$ cat config.mk
export PLATFORM = sky130hd
export DESIGN_NAME = gbs_controller
export DESIGN_NICKNAME = d
export VERILOG_FILES = /design/src/hw/rtl/gbs_pkg.sv /design/src/hw/rtl/gbs_controller.sv
export SDC_FILE = /design/constraint.sdc
export NUM_CORES = 1
export LEC_CHECK = 0
export BUFFER_PORTS_ARGS = -buffer_cell sky130_fd_sc_hd__buf_2
export CORE_AREA = 3 3 40 42
export CTS_CLUSTER_DIAMETER = 150
export DETAILED_ROUTE_END_ITERATION = 7
export DIE_AREA = 0 0 43 45
export PLACE_DENSITY = 0.38
export SLEW_MARGIN = 20
export SYNTH_ARGS = -nofsm -noshare
export SYNTH_HDL_FRONTEND = slang
export SYNTH_SLANG_ARGS = --single-unit
export TNS_END_PERCENT = 10
$ cat constraint.sdc
create_clock -name clk -period 2.67 [get_ports clk]
set_clock_uncertainty 0.05 [all_clocks]
set_input_delay 0 -clock clk [delete_from_list [all_inputs] [get_ports clk]]
set_output_delay 0 -clock clk [all_outputs]
set_load 0.02 [all_outputs]
$ cat src/hw/rtl/gbs_pkg.sv
// ----------------------------------------------------------------------------
// Greedy box suppression package
// Shared types and fixed constants for the box suppression unit.
// ----------------------------------------------------------------------------
`default_nettype none

package gbs_pkg;

    // Width of the overlap threshold register, in percent.
    localparam int THR_W = 7;

    // Threshold value after reset, in percent.
    localparam logic [THR_W-1:0] THR_RESET = 7'd45;

    // Scale of the intersection side of the overlap test.
    localparam logic [THR_W-1:0] PERCENT_SCALE = 7'd100;

    // Width of the per-frame box position.
    localparam int FRAME_W = 16;

    // Controller states.
    typedef enum logic [2:0] {
        ST_IDLE,
        ST_SETUP,
        ST_SCAN,
        ST_DRAIN,
        ST_DECIDE
    } gbs_state_t;

    // Commands from the controller to the datapath.
    typedef struct packed {
        logic load;
        logic setup;
        logic scan;
        logic commit;
    } gbs_cmd_t;

    // Status from the datapath to the controller.
    typedef struct packed {
        logic count_zero;
        logic scan_last;
        logic pipe_busy;
        logic out_free;
    } gbs_status_t;

endpackage

`default_nettype wire

$ cat src/hw/rtl/gbs_controller.sv
// ----------------------------------------------------------------------------
// Box suppression controller
// Sequences load, setup, store scan, pipeline drain and the keep decision.
// ----------------------------------------------------------------------------
`default_nettype none

module gbs_controller (
    input  wire logic                 clk,
    input  wire logic                 rst_n,
    input  wire logic                 in_valid,
    output logic                      in_ready,
    input  wire gbs_pkg::gbs_status_t status,
    output gbs_pkg::gbs_cmd_t         cmd
);

    gbs_pkg::gbs_state_t state_reg, state_next;

    // State register.
    always_ff @(posedge clk or negedge rst_n)
    begin
        if (!rst_n)
        begin
            state_reg <= gbs_pkg::ST_IDLE;
        end
        else
        begin
            state_reg <= state_next;
        end
    end

    // Next state and commands.
    always_comb
    begin
        state_next = state_reg;
        cmd        = '0;
        in_ready   = 1'b0;
        unique case (state_reg)
            gbs_pkg::ST_IDLE:
            begin
                in_ready = 1'b1;
                if (in_valid)
                begin
                    cmd.load   = 1'b1;
                    state_next = gbs_pkg::ST_SETUP;
                end
            end
            gbs_pkg::ST_SETUP:
            begin
                cmd.setup  = 1'b1;
                state_next = status.count_zero ? gbs_pkg::ST_DECIDE : gbs_pkg::ST_SCAN;
            end
            gbs_pkg::ST_SCAN:
            begin
                cmd.scan = 1'b1;
                if (status.scan_last)
                begin
                    state_next = gbs_pkg::ST_DRAIN;
                end
            end
            gbs_pkg::ST_DRAIN:
            begin
                if (!status.pipe_busy)
                begin
                    state_next = gbs_pkg::ST_DECIDE;
                end
            end
            gbs_pkg::ST_DECIDE:
            begin
                if (status.out_free)
                begin
                    cmd.commit = 1'b1;
                    state_next = gbs_pkg::ST_IDLE;
                end
            end
            default:
            begin
                state_next = gbs_pkg::ST_IDLE;
            end
        endcase
    end

endmodule

`default_nettype wire

==> results_dict.tcl, run 1 <==
set metrics [dict create \
    synth.area.mux_share 0 \
    synth-edff-count 0 \
    synth_area_sq_um 179 \
    cts_tree "built" \
    cts_buffers 3 \
    multi_input_area_sq_um 96.3 \
    worst_slew_pin_slew_ns 0.267 \
    holdWs_ns 0.00698 \
    fillCellCount 141 \
    slew_headroom 0.822 \
    grt_remaining_overflow 0 \
    io_buffers 11 \
    start_kind "flip-flop" \
    crit_path_max_fanout 10 \
    netlist.area_leader.share 0.420 \
    track_usage 0.0651 \
    path_class "flip-flop to output port" \
    slowest_delay_ns 0.46 \
    ios 12 \
    vdd_ir_drop_max_uv 270 \
    cts-root-buf "clkbuf_4" \
    power_w 0.000347 \
    ys_ff_latch 3 \
    rows 13 \
    critPathTopFamily "flip-flops" \
    antenna_found_initial 0 \
    die_h_um 45 \
    drc 0 \
    postSynth.asyncResetShare 1.00 \
    path_buf_inv 1 \
    synthXorXnorAreaFrac 0 \
    synthTopCellsByCount "dfrtp_1 (3), a211oi_1 (2), nand2_1 (2), nor2_1 (2), o21ai_0 (2)" \
    synthTopCellsByArea "dfrtp_1 (42%), a211oi_1 (8.4%), o21ai_0 (5.6%)" \
    synth_top_family_by_area "simple AND/OR/NAND/NOR gates" \
    setup_viol 0 \
    synth_top_cell_by_area "dfrtp_1" \
    synth.distinct_cells 16 \
    cts_resized 0 \
    synth_fp_nets 29 \
    yosys.area_share.adder 0 \
    h-tree-depth 1 \
    area_growth_pct 70.6 \
    report.final.slew_viol_count 0 \
    power_density_nw_per_um2 1140 \
    globalplace.congestion 0.727 \
    crit_slowest_cell "dfrtp_1" \
    hold_viol 0 \
    final.setup.tns_ns 0 \
    finalCriticalPeriod_ns 1.31 \
    drive_gt1_frac 0.385 \
    max-clock-path-buffers 2 \
    synth_compound_area_frac 0.203 \
    grt_max_degree 11 \
    synth_seq_area_share 0.420 \
    drt_iter0_drc 3 \
    fmax_ghz 0.765 \
    synth_area_per_cell_sq_um 8.13 \
    rsz0062_at_grt "false" \
    largest_reg_flops 3 \
    crit_required_ns 2.62 \
    status "completed" \
    wl_per_cell_um 9.54 \
    drt-vias-per-instance 3.96 \
    drt_wl_total_um 515 \
    core_sq_um 1280 \
    drv_cap 0 \
    nets 47 \
    drt_pre_antenna_iters 4 \
    place_area_sq_um 249 \
    grt_pass1_wl_um 876 \
    crit_arrival_ns 1.26 \
    ant_nets 0 \
    synthSimpleGateAreaFrac 0.336 \
    grt_pass1_vias 196 \
    crit_chain "nor3_1 > and2_1 > buf_2" \
    hold_path.class "input port to flip-flop" \
    clkTransAtPathRegs_ns 0.04 \
    period_share 0.490 \
    die_area_sq_um 1940 \
    vias 214 \
    worstSetupEndpointType "output port" \
    die_w_um 43 \
    floorplan.initialDensity 0.139 \
    power.leakage_nw 0.151 \
    clock_sinks 3 \
    synth_top_flop_cell "dfrtp_1" \
    clk_latency_ns 0.24 \
    register_area_sq_um 75.1 \
    netlist_instances 22 \
    yosysMostFrequentCell "dfrtp_1" \
    diodes 0 \
    dpl.hpwl_um 389 \
    design_area_sq_um 305 \
    yosys_warnings 0 \
]
metrics by stage:
step                      setup WS [ns]  utilization  cells
final                              1.36        0.238     54
after global routing               1.26        0.238     54
after CTS                          1.35        0.238     54
after detailed placement           1.56        0.194     47
after global placement             1.56        0.194     47
after floorplan                    1.24            -     22
per-layer routing:
layer | vias to the layer above | global-route usage | part of all wire | wire [um]
li1 | 112 | - | - | -
met3 | 0 | 0.0558 | 0.16 | 82
met1 | 87 | 0.102 | 0.52 | 267
met2 | 15 | 0.0569 | 0.32 | 165
met4 | 0 | 0.0181 | 0 | 0
met5 | - | 0 | 0 | 0
layout by cell type (no fill, tap or decap):
cell type / synthesis / final
dfrtp_1: 3 / 3
and3_1: 1 / 1
clkbuf_1: 1 / 1
and2_1: 1 / 1
a21oi_1: 1 / 1
nor2_1: 2 / 2
or3_1: 1 / 1
o21ai_0: 2 / 2
inv_2: 1 / 1
nor3b_1: 1 / 1
nand2_1: 2 / 2
buf_2: 0 / 11
o22ai_1: 1 / 1
nor2b_1: 1 / 1
clkbuf_4: 0 / 3
dlygate4sd3_1: 0 / 3
or2b_1: 1 / 1
a211oi_1: 2 / 2
nor3_1: 1 / 1
where the power goes:
part | total (W) | internal (W) | switching, W
Clock | 0.0000814 | 0.0000561 | 0.0000252
Combinational | 0.000158 | 0.0000672 | 0.0000908
Sequential | 0.000108 | 0.0000665 | 0.0000411
Total | 0.000347 | 0.000190 | 0.000157
final timing paths:
kind	startpoint	endpoint	slack (ns)	depth (start not counted)
max	state_reg[1]	cmd[3]	1.36	3
min	status[1]	state_reg[0]	0.007	3
max reg2reg	state_reg[0]	state_reg[1]	1.55	3
min reg2reg	state_reg[2]	state_reg[1]	0.51	1
max in group asynchronous	rst_n	state_reg[2]	2.43	2
min in group asynchronous	rst_n	state_reg[0]	0.04	2
layout make-up:
class | count | area share
well taps | 15 | 0.0615
inverters | 1 | 0.0123
repair buffers | 14 | 0.279
clock buffers | 4 | 0.0861
flip-flops and latches | 3 | 0.246
multi-input cells | 17 | 0.316
worst reg2reg max path: cells and delay by family, from the launching register on:
| family | cells | cell delay, ns |
|---|---|---|
| compound gates | 1 | 0.14 |
| buf+inv | 1 | 0.05 |
| flops | 1 | 0.44 |
| simple gates | 1 | 0.36 |
what timing repair did:
item / 4_1_cts / 5_1_grt
setup buffers: 0 / 0
hold buffers: 3 / 0
endpoints found under the setup margin: 0 / 0
hold endpoints to repair: 5 / 0
cells by family (layout without fill, tap and decap cells):
group | Yosys count | count (layout)
AND/OR/NAND/NOR | 11 | 11
AO/OA/AOI/OAI | 6 | 6
flip-flops | 3 | 3
buffers and inverters | 2 | 19
No activity file was read; power rests on OpenSTA's default activity.
==> run 2, diff against run 1 <==
PLACE_DENSITY = 0.39   (was 0.38)
clock period = 1.2 ns   (was 2.67 ns; I/O delays follow)
==> run 2 against run 1 <==
The run now ends with setup timing left. Sequential power up 130%. First-iteration DRC count down 100%. Via count up 3.3%. Largest cell class is now buffers.
==> results_dict.tcl, run 2 (same netlist as run 1, synthesis figures left out) <==
set metrics [dict create \
    drc 0 \
    final_common_cell "buf_2" \
    clock_sinks 3 \
    ios 12 \
    worstSetupEndpointType "output port" \
    max-clock-path-buffers 2 \
    crit_required_ns 1.15 \
    crit_path_max_fanout 4 \
    nets 51 \
    path_class "flip-flop to output port" \
    cp-startpoint "state_reg[0]" \
    crit_slowest_cell "dfrtp_2" \
    track_usage 0.0668 \
    path_buf_inv 2 \
    drt_iter0_drc 0 \
    cts-root-buf "clkbuf_4" \
    fin_ws_ns -0.00910 \
    wl_per_cell_um 9.34 \
    die_area_sq_um 1940 \
    die_h_um 45 \
    grt_pass1_vias 239 \
    rsz0062_at_grt "true" \
    period_share 1.01 \
    grt_remaining_overflow 0 \
    worst_slew_pin_slew_ns 0.233 \
    power_density_nw_per_um2 2570 \
    design_area_sq_um 379 \
    hold_viol 0 \
    vias 221 \
    slowest_delay_ns 0.42 \
    cts_buffers 3 \
    drt_wl_total_um 542 \
    status "finished, violations left" \
    report.final.slew_viol_count 0 \
    rows 13 \
    fmax_ghz 0.827 \
    reg2reg_slack_ns 0.03 \
    finalCriticalPeriod_ns 1.21 \
    crit_path_frequent_cell "buf_6" \
    drv_cap 0 \
    drt_pre_antenna_iters 1 \
    layout_common_cells "buf_2 (8), dlygate4sd3_1 (4), buf_4 (4)" \
    r2r_end "state_reg[1]" \
    diodes 0 \
    final.setup.tns_ns -0.0153 \
    place_area_sq_um 268 \
    crit_arrival_ns 1.16 \
    ff2ff_path_depth 4 \
    r2r-start "state_reg[0]" \
    io_buffers 11 \
    setup_viol 2 \
    slew_headroom 0.844 \
    antenna_found_initial 0 \
    critPathTopFamily "flip-flops" \
    floorplan.initialDensity 0.139 \
    cts_tree "built" \
    largest_reg_flops 3 \
    core_sq_um 1280 \
    grt_max_degree 11 \
    power.leakage_nw 0.176 \
    h-tree-depth 1 \
    area_growth_pct 112 \
    die_w_um 43 \
    drt-vias-per-instance 3.81 \
    crit_chain "buf_6 > nor3_4 > and2_4 > buf_6" \
    clk_latency_ns 0.23 \
    globalplace.congestion 0.751 \
    ant_nets 0 \
    drive_gt1_frac 0.581 \
    vdd_ir_drop_max_uv 832 \
    hold_path.class "input port to asynchronous set/reset pin" \
    violations "setup timing" \
    dpl.hpwl_um 388 \
    start_kind "flip-flop" \
    clkTransAtPathRegs_ns 0.04 \
    grt_pass1_wl_um 938 \
]
[run 2: changes by cell type in the layout (fill, tap and decap cells not counted), moves of 2 or more]
cell / previous run / this run
buf_4: 0 / 4
dfrtp_2: 0 / 3
buf_2: 11 / 8
buf_6: 0 / 2
dfrtp_1: 3 / 0
[run 2: per-stage QoR]
stage	setup WS, ns	utilization	std cells	hold WS [ns]	power [W]
6_report	-0.00910	0.295	58	0.0433	0.000976
5_1_grt	-0.0603	0.295	58	0.0544	0.00105
4_1_cts	-0.0256	0.284	58	0.0348	0.000946
3_5_place_dp	0.0625	0.208	48	-0.253	0.000654
3_3_place_gp	0.0449	0.208	48	-0.252	0.000655
2_1_floorplan	-0.0158	-	22	-0.346	0.000511
[run 2: metal layers]
layer | vias to the layer above | routed length, um | track usage
li1 | 120 | - | -
met1 | 91 | 253 | 0.0825
met2 | 10 | 242 | 0.0988
met3 | 0 | 46 | 0.00398
met4 | 0 | 0 | 0.0723
met5 | - | 0 | 0
[run 2: area by class of cell]
class / count / area (sq um)
clock buffers: 4 / 26.3
fillers: 143 / 906
inverters: 1 / 3.75
multi-input cells: 17 / 119
flip-flops and latches: 3 / 78.8
well taps: 15 / 18.8
repair buffers: 18 / 133
[run 2: worst max path at each step]
stage,end,slack (ns),cells after the start
6_report,cmd[3],-0.009,4
5_1_grt,cmd[3],-0.06,4
4_1_cts,cmd[3],-0.03,4
3_5_place_dp,state_reg[1],0.06,2
3_3_place_gp,state_reg[1],0.04,2
2_1_floorplan,cmd[1],-0.02,2
[run 2: worst reg2reg max path, stage by stage, from the launching register on]
cell	delay [ns]
dfrtp_2	0.39
buf_4	0.14
inv_2	0.03
or3_1	0.38
a21oi_2	0.12
[run 2: power by group]
group / total [W] / switching (W) / internal (W)
Combinational: 0.000553 / 0.000265 / 0.000288
Clock: 0.000176 / 0.0000511 / 0.000125
Sequential: 0.000247 / 0.0000891 / 0.000158
[run 2: what timing repair did]
action                                  in CTS  in global routing
gates resized for setup                      7                  4
setup buffers                                2                  0
endpoints found under the setup margin       5                  5
hold buffers                                 4                  0
pin swaps                                    3                  2
hold endpoints to repair                     6                  0
==> run 3, diff against run 2 <==
SETUP_SLACK_MARGIN = 0.05   (was not set)
==> run 3 against run 2 <==
The flow still finishes with violations (setup timing). Non-clock buffer count unchanged. Total power increased by 3.9%. Routed wire length increased by 7.9%. Die area unchanged. Cell count unchanged. Clock power about the same. Via count increased by 5.0%. Combinational power increased by 5.4%. Hold slack got worse by 0.017 ns.
==> results_dict.tcl, run 3 (same netlist as run 1, synthesis figures left out) <==
set metrics [dict create \
    critPathTopFamily "flip-flops" \
    power_density_nw_per_um2 2680 \
    power_w 0.00101 \
    start_kind "flip-flop" \
    floorplan.initialDensity 0.139 \
    worstSetupEndpointType "output port" \
    fin_ws_ns -0.0617 \
    period_share 1.05 \
    grt_use_met3 0.0239 \
    crit_required_ns 1.15 \
    status "finished, violations left" \
    design_area_sq_um 378 \
    crit_slowest_cell "dfrtp_1" \
    hold_path.class "input port to flip-flop" \
    gr-usage-met2 0.0988 \
    placedCellCount 48 \
    track_usage 0.0735 \
    grt_remaining_overflow 0 \
    die_area_sq_um 1940 \
    globalplace.congestion 0.694 \
    report.final.slew_viol_count 0 \
    cts_buffers 3 \
    worst_slew_pin_slew_ns 0.230 \
    rsz0062_at_grt "true" \
    register_area_sq_um 77.6 \
    h-tree-depth 1 \
    final_common_cell "buf_2" \
    vdd_ir_drop_max_uv 918 \
    crit_arrival_ns 1.21 \
    dpl.hpwl_um 392 \
    max-clock-path-buffers 2 \
    drt_iter0_drc 5 \
    nets 51 \
    vias 232 \
    layout_common_cells "buf_2 (7), buf_4 (5), clkbuf_4 (3), dlygate4sd3_1 (3), buf_6 (3)" \
    cts_tree "built" \
    io_buffers 11 \
    grt-busiest-layer "met2" \
    fmax_ghz 0.793 \
    holdWs_ns 0.0264 \
    crit_chain "buf_6 > or2b_1 > nor2_1 > buf_4" \
    core_sq_um 1280 \
    multi_input_area_sq_um 115 \
    slew_headroom 0.846 \
    stdcell_count 58 \
    drt_pre_antenna_iters 2 \
    drt-vias-per-instance 4.00 \
    grt_max_degree 11 \
    drv_cap 0 \
    area_growth_pct 111 \
    grt_pass1_wl_um 1000 \
    drive_gt1_frac 0.558 \
    antenna_found_initial 0 \
    drc 0 \
    die_w_um 43 \
    cts-root-buf "clkbuf_4" \
    clkTransAtPathRegs_ns 0.04 \
    clk_latency_ns 0.23 \
    grt_pass1_vias 235 \
    wl_per_cell_um 10.1 \
    setup_viol 2 \
    crit_path_max_fanout 3 \
    fillCellCount 150 \
    largest_reg_flops 3 \
    finalCriticalPeriod_ns 1.26 \
    hold_viol 0 \
    drt_wl_total_um 585 \
    slowest_delay_ns 0.40 \
    rows 13 \
    path_buf_inv 2 \
    path_class "flip-flop to output port" \
    grt_use_met1 0.0900 \
    ios 12 \
    diodes 0 \
    violations "setup timing" \
    ant_nets 0 \
    place_area_sq_um 273 \
    power.leakage_nw 0.179 \
    die_h_um 45 \
    clock_sinks 3 \
]
## run 3: cell count changes in the layout (fill, tap and decap cells not counted), sizes merged
cell,previous run,this run
buf,14,15
dlygate4sd3,4,3
## run 3: worst reg2reg max path: stages, from the launching register on
cell and delay (ns):
dfrtp_1 0.40, buf_6 0.12, buf_4 0.10, inv_2 0.03
or3_1 0.30, a21oi_1 0.12
## run 3: report_power, final
group	leakage [nW]	internal (W)	total (W)	switching, W
combinational	0.128	0.000320	0.000583	0.000263
sequential	0.0356	0.000154	0.000252	0.0000974
clock	0.0150	0.000125	0.000179	0.0000541
## run 3: layer usage
metal,share of wire,up-vias
li1,-,120
met1,0.44,103
met2,0.49,9
met3,0.065,0
met4,0,0
met5,0,-
## run 3: final timing paths
path,slack (ns),end,start,depth (start not counted)
setup / recovery,-0.06,cmd[2],state_reg[0],4
hold / removal,0.03,state_reg[0],status[1],3
setup reg to reg,0.01,state_reg[1],state_reg[0],5
hold reg to reg,0.49,state_reg[1],state_reg[2],1
max in group asynchronous,0.94,state_reg[2],rst_n,2
min in group asynchronous,0.04,state_reg[1],rst_n,2
## run 3: cell type report
class	instances	share of cell area
clock buffer	4	0.0695
sequential	3	0.205
inverter	1	0.00993
timing repair buffer	18	0.361
tap	15	0.0497
multi-input combinational	17	0.305
## run 3: metrics by stage
step	utilization	setup WS (ns)	setup TNS (ns)
final	0.294	-0.0617	-0.0916
after global routing	0.294	-0.135	-0.452
after CTS	0.284	-0.0799	-0.117
after detailed placement	0.212	0.0825	0
after global placement	0.212	0.0953	0
after floorplan	-	0.0436	0
## run 3: timing repair
item                       4_1_cts  5_1_grt
gates resized for setup          8        2
cloned                           0        0
hold buffers                     3        0
buffers inserted                 2        1
setup endpoints to repair        5        6
pin swaps                        5        0
hold endpoints to repair         5        0
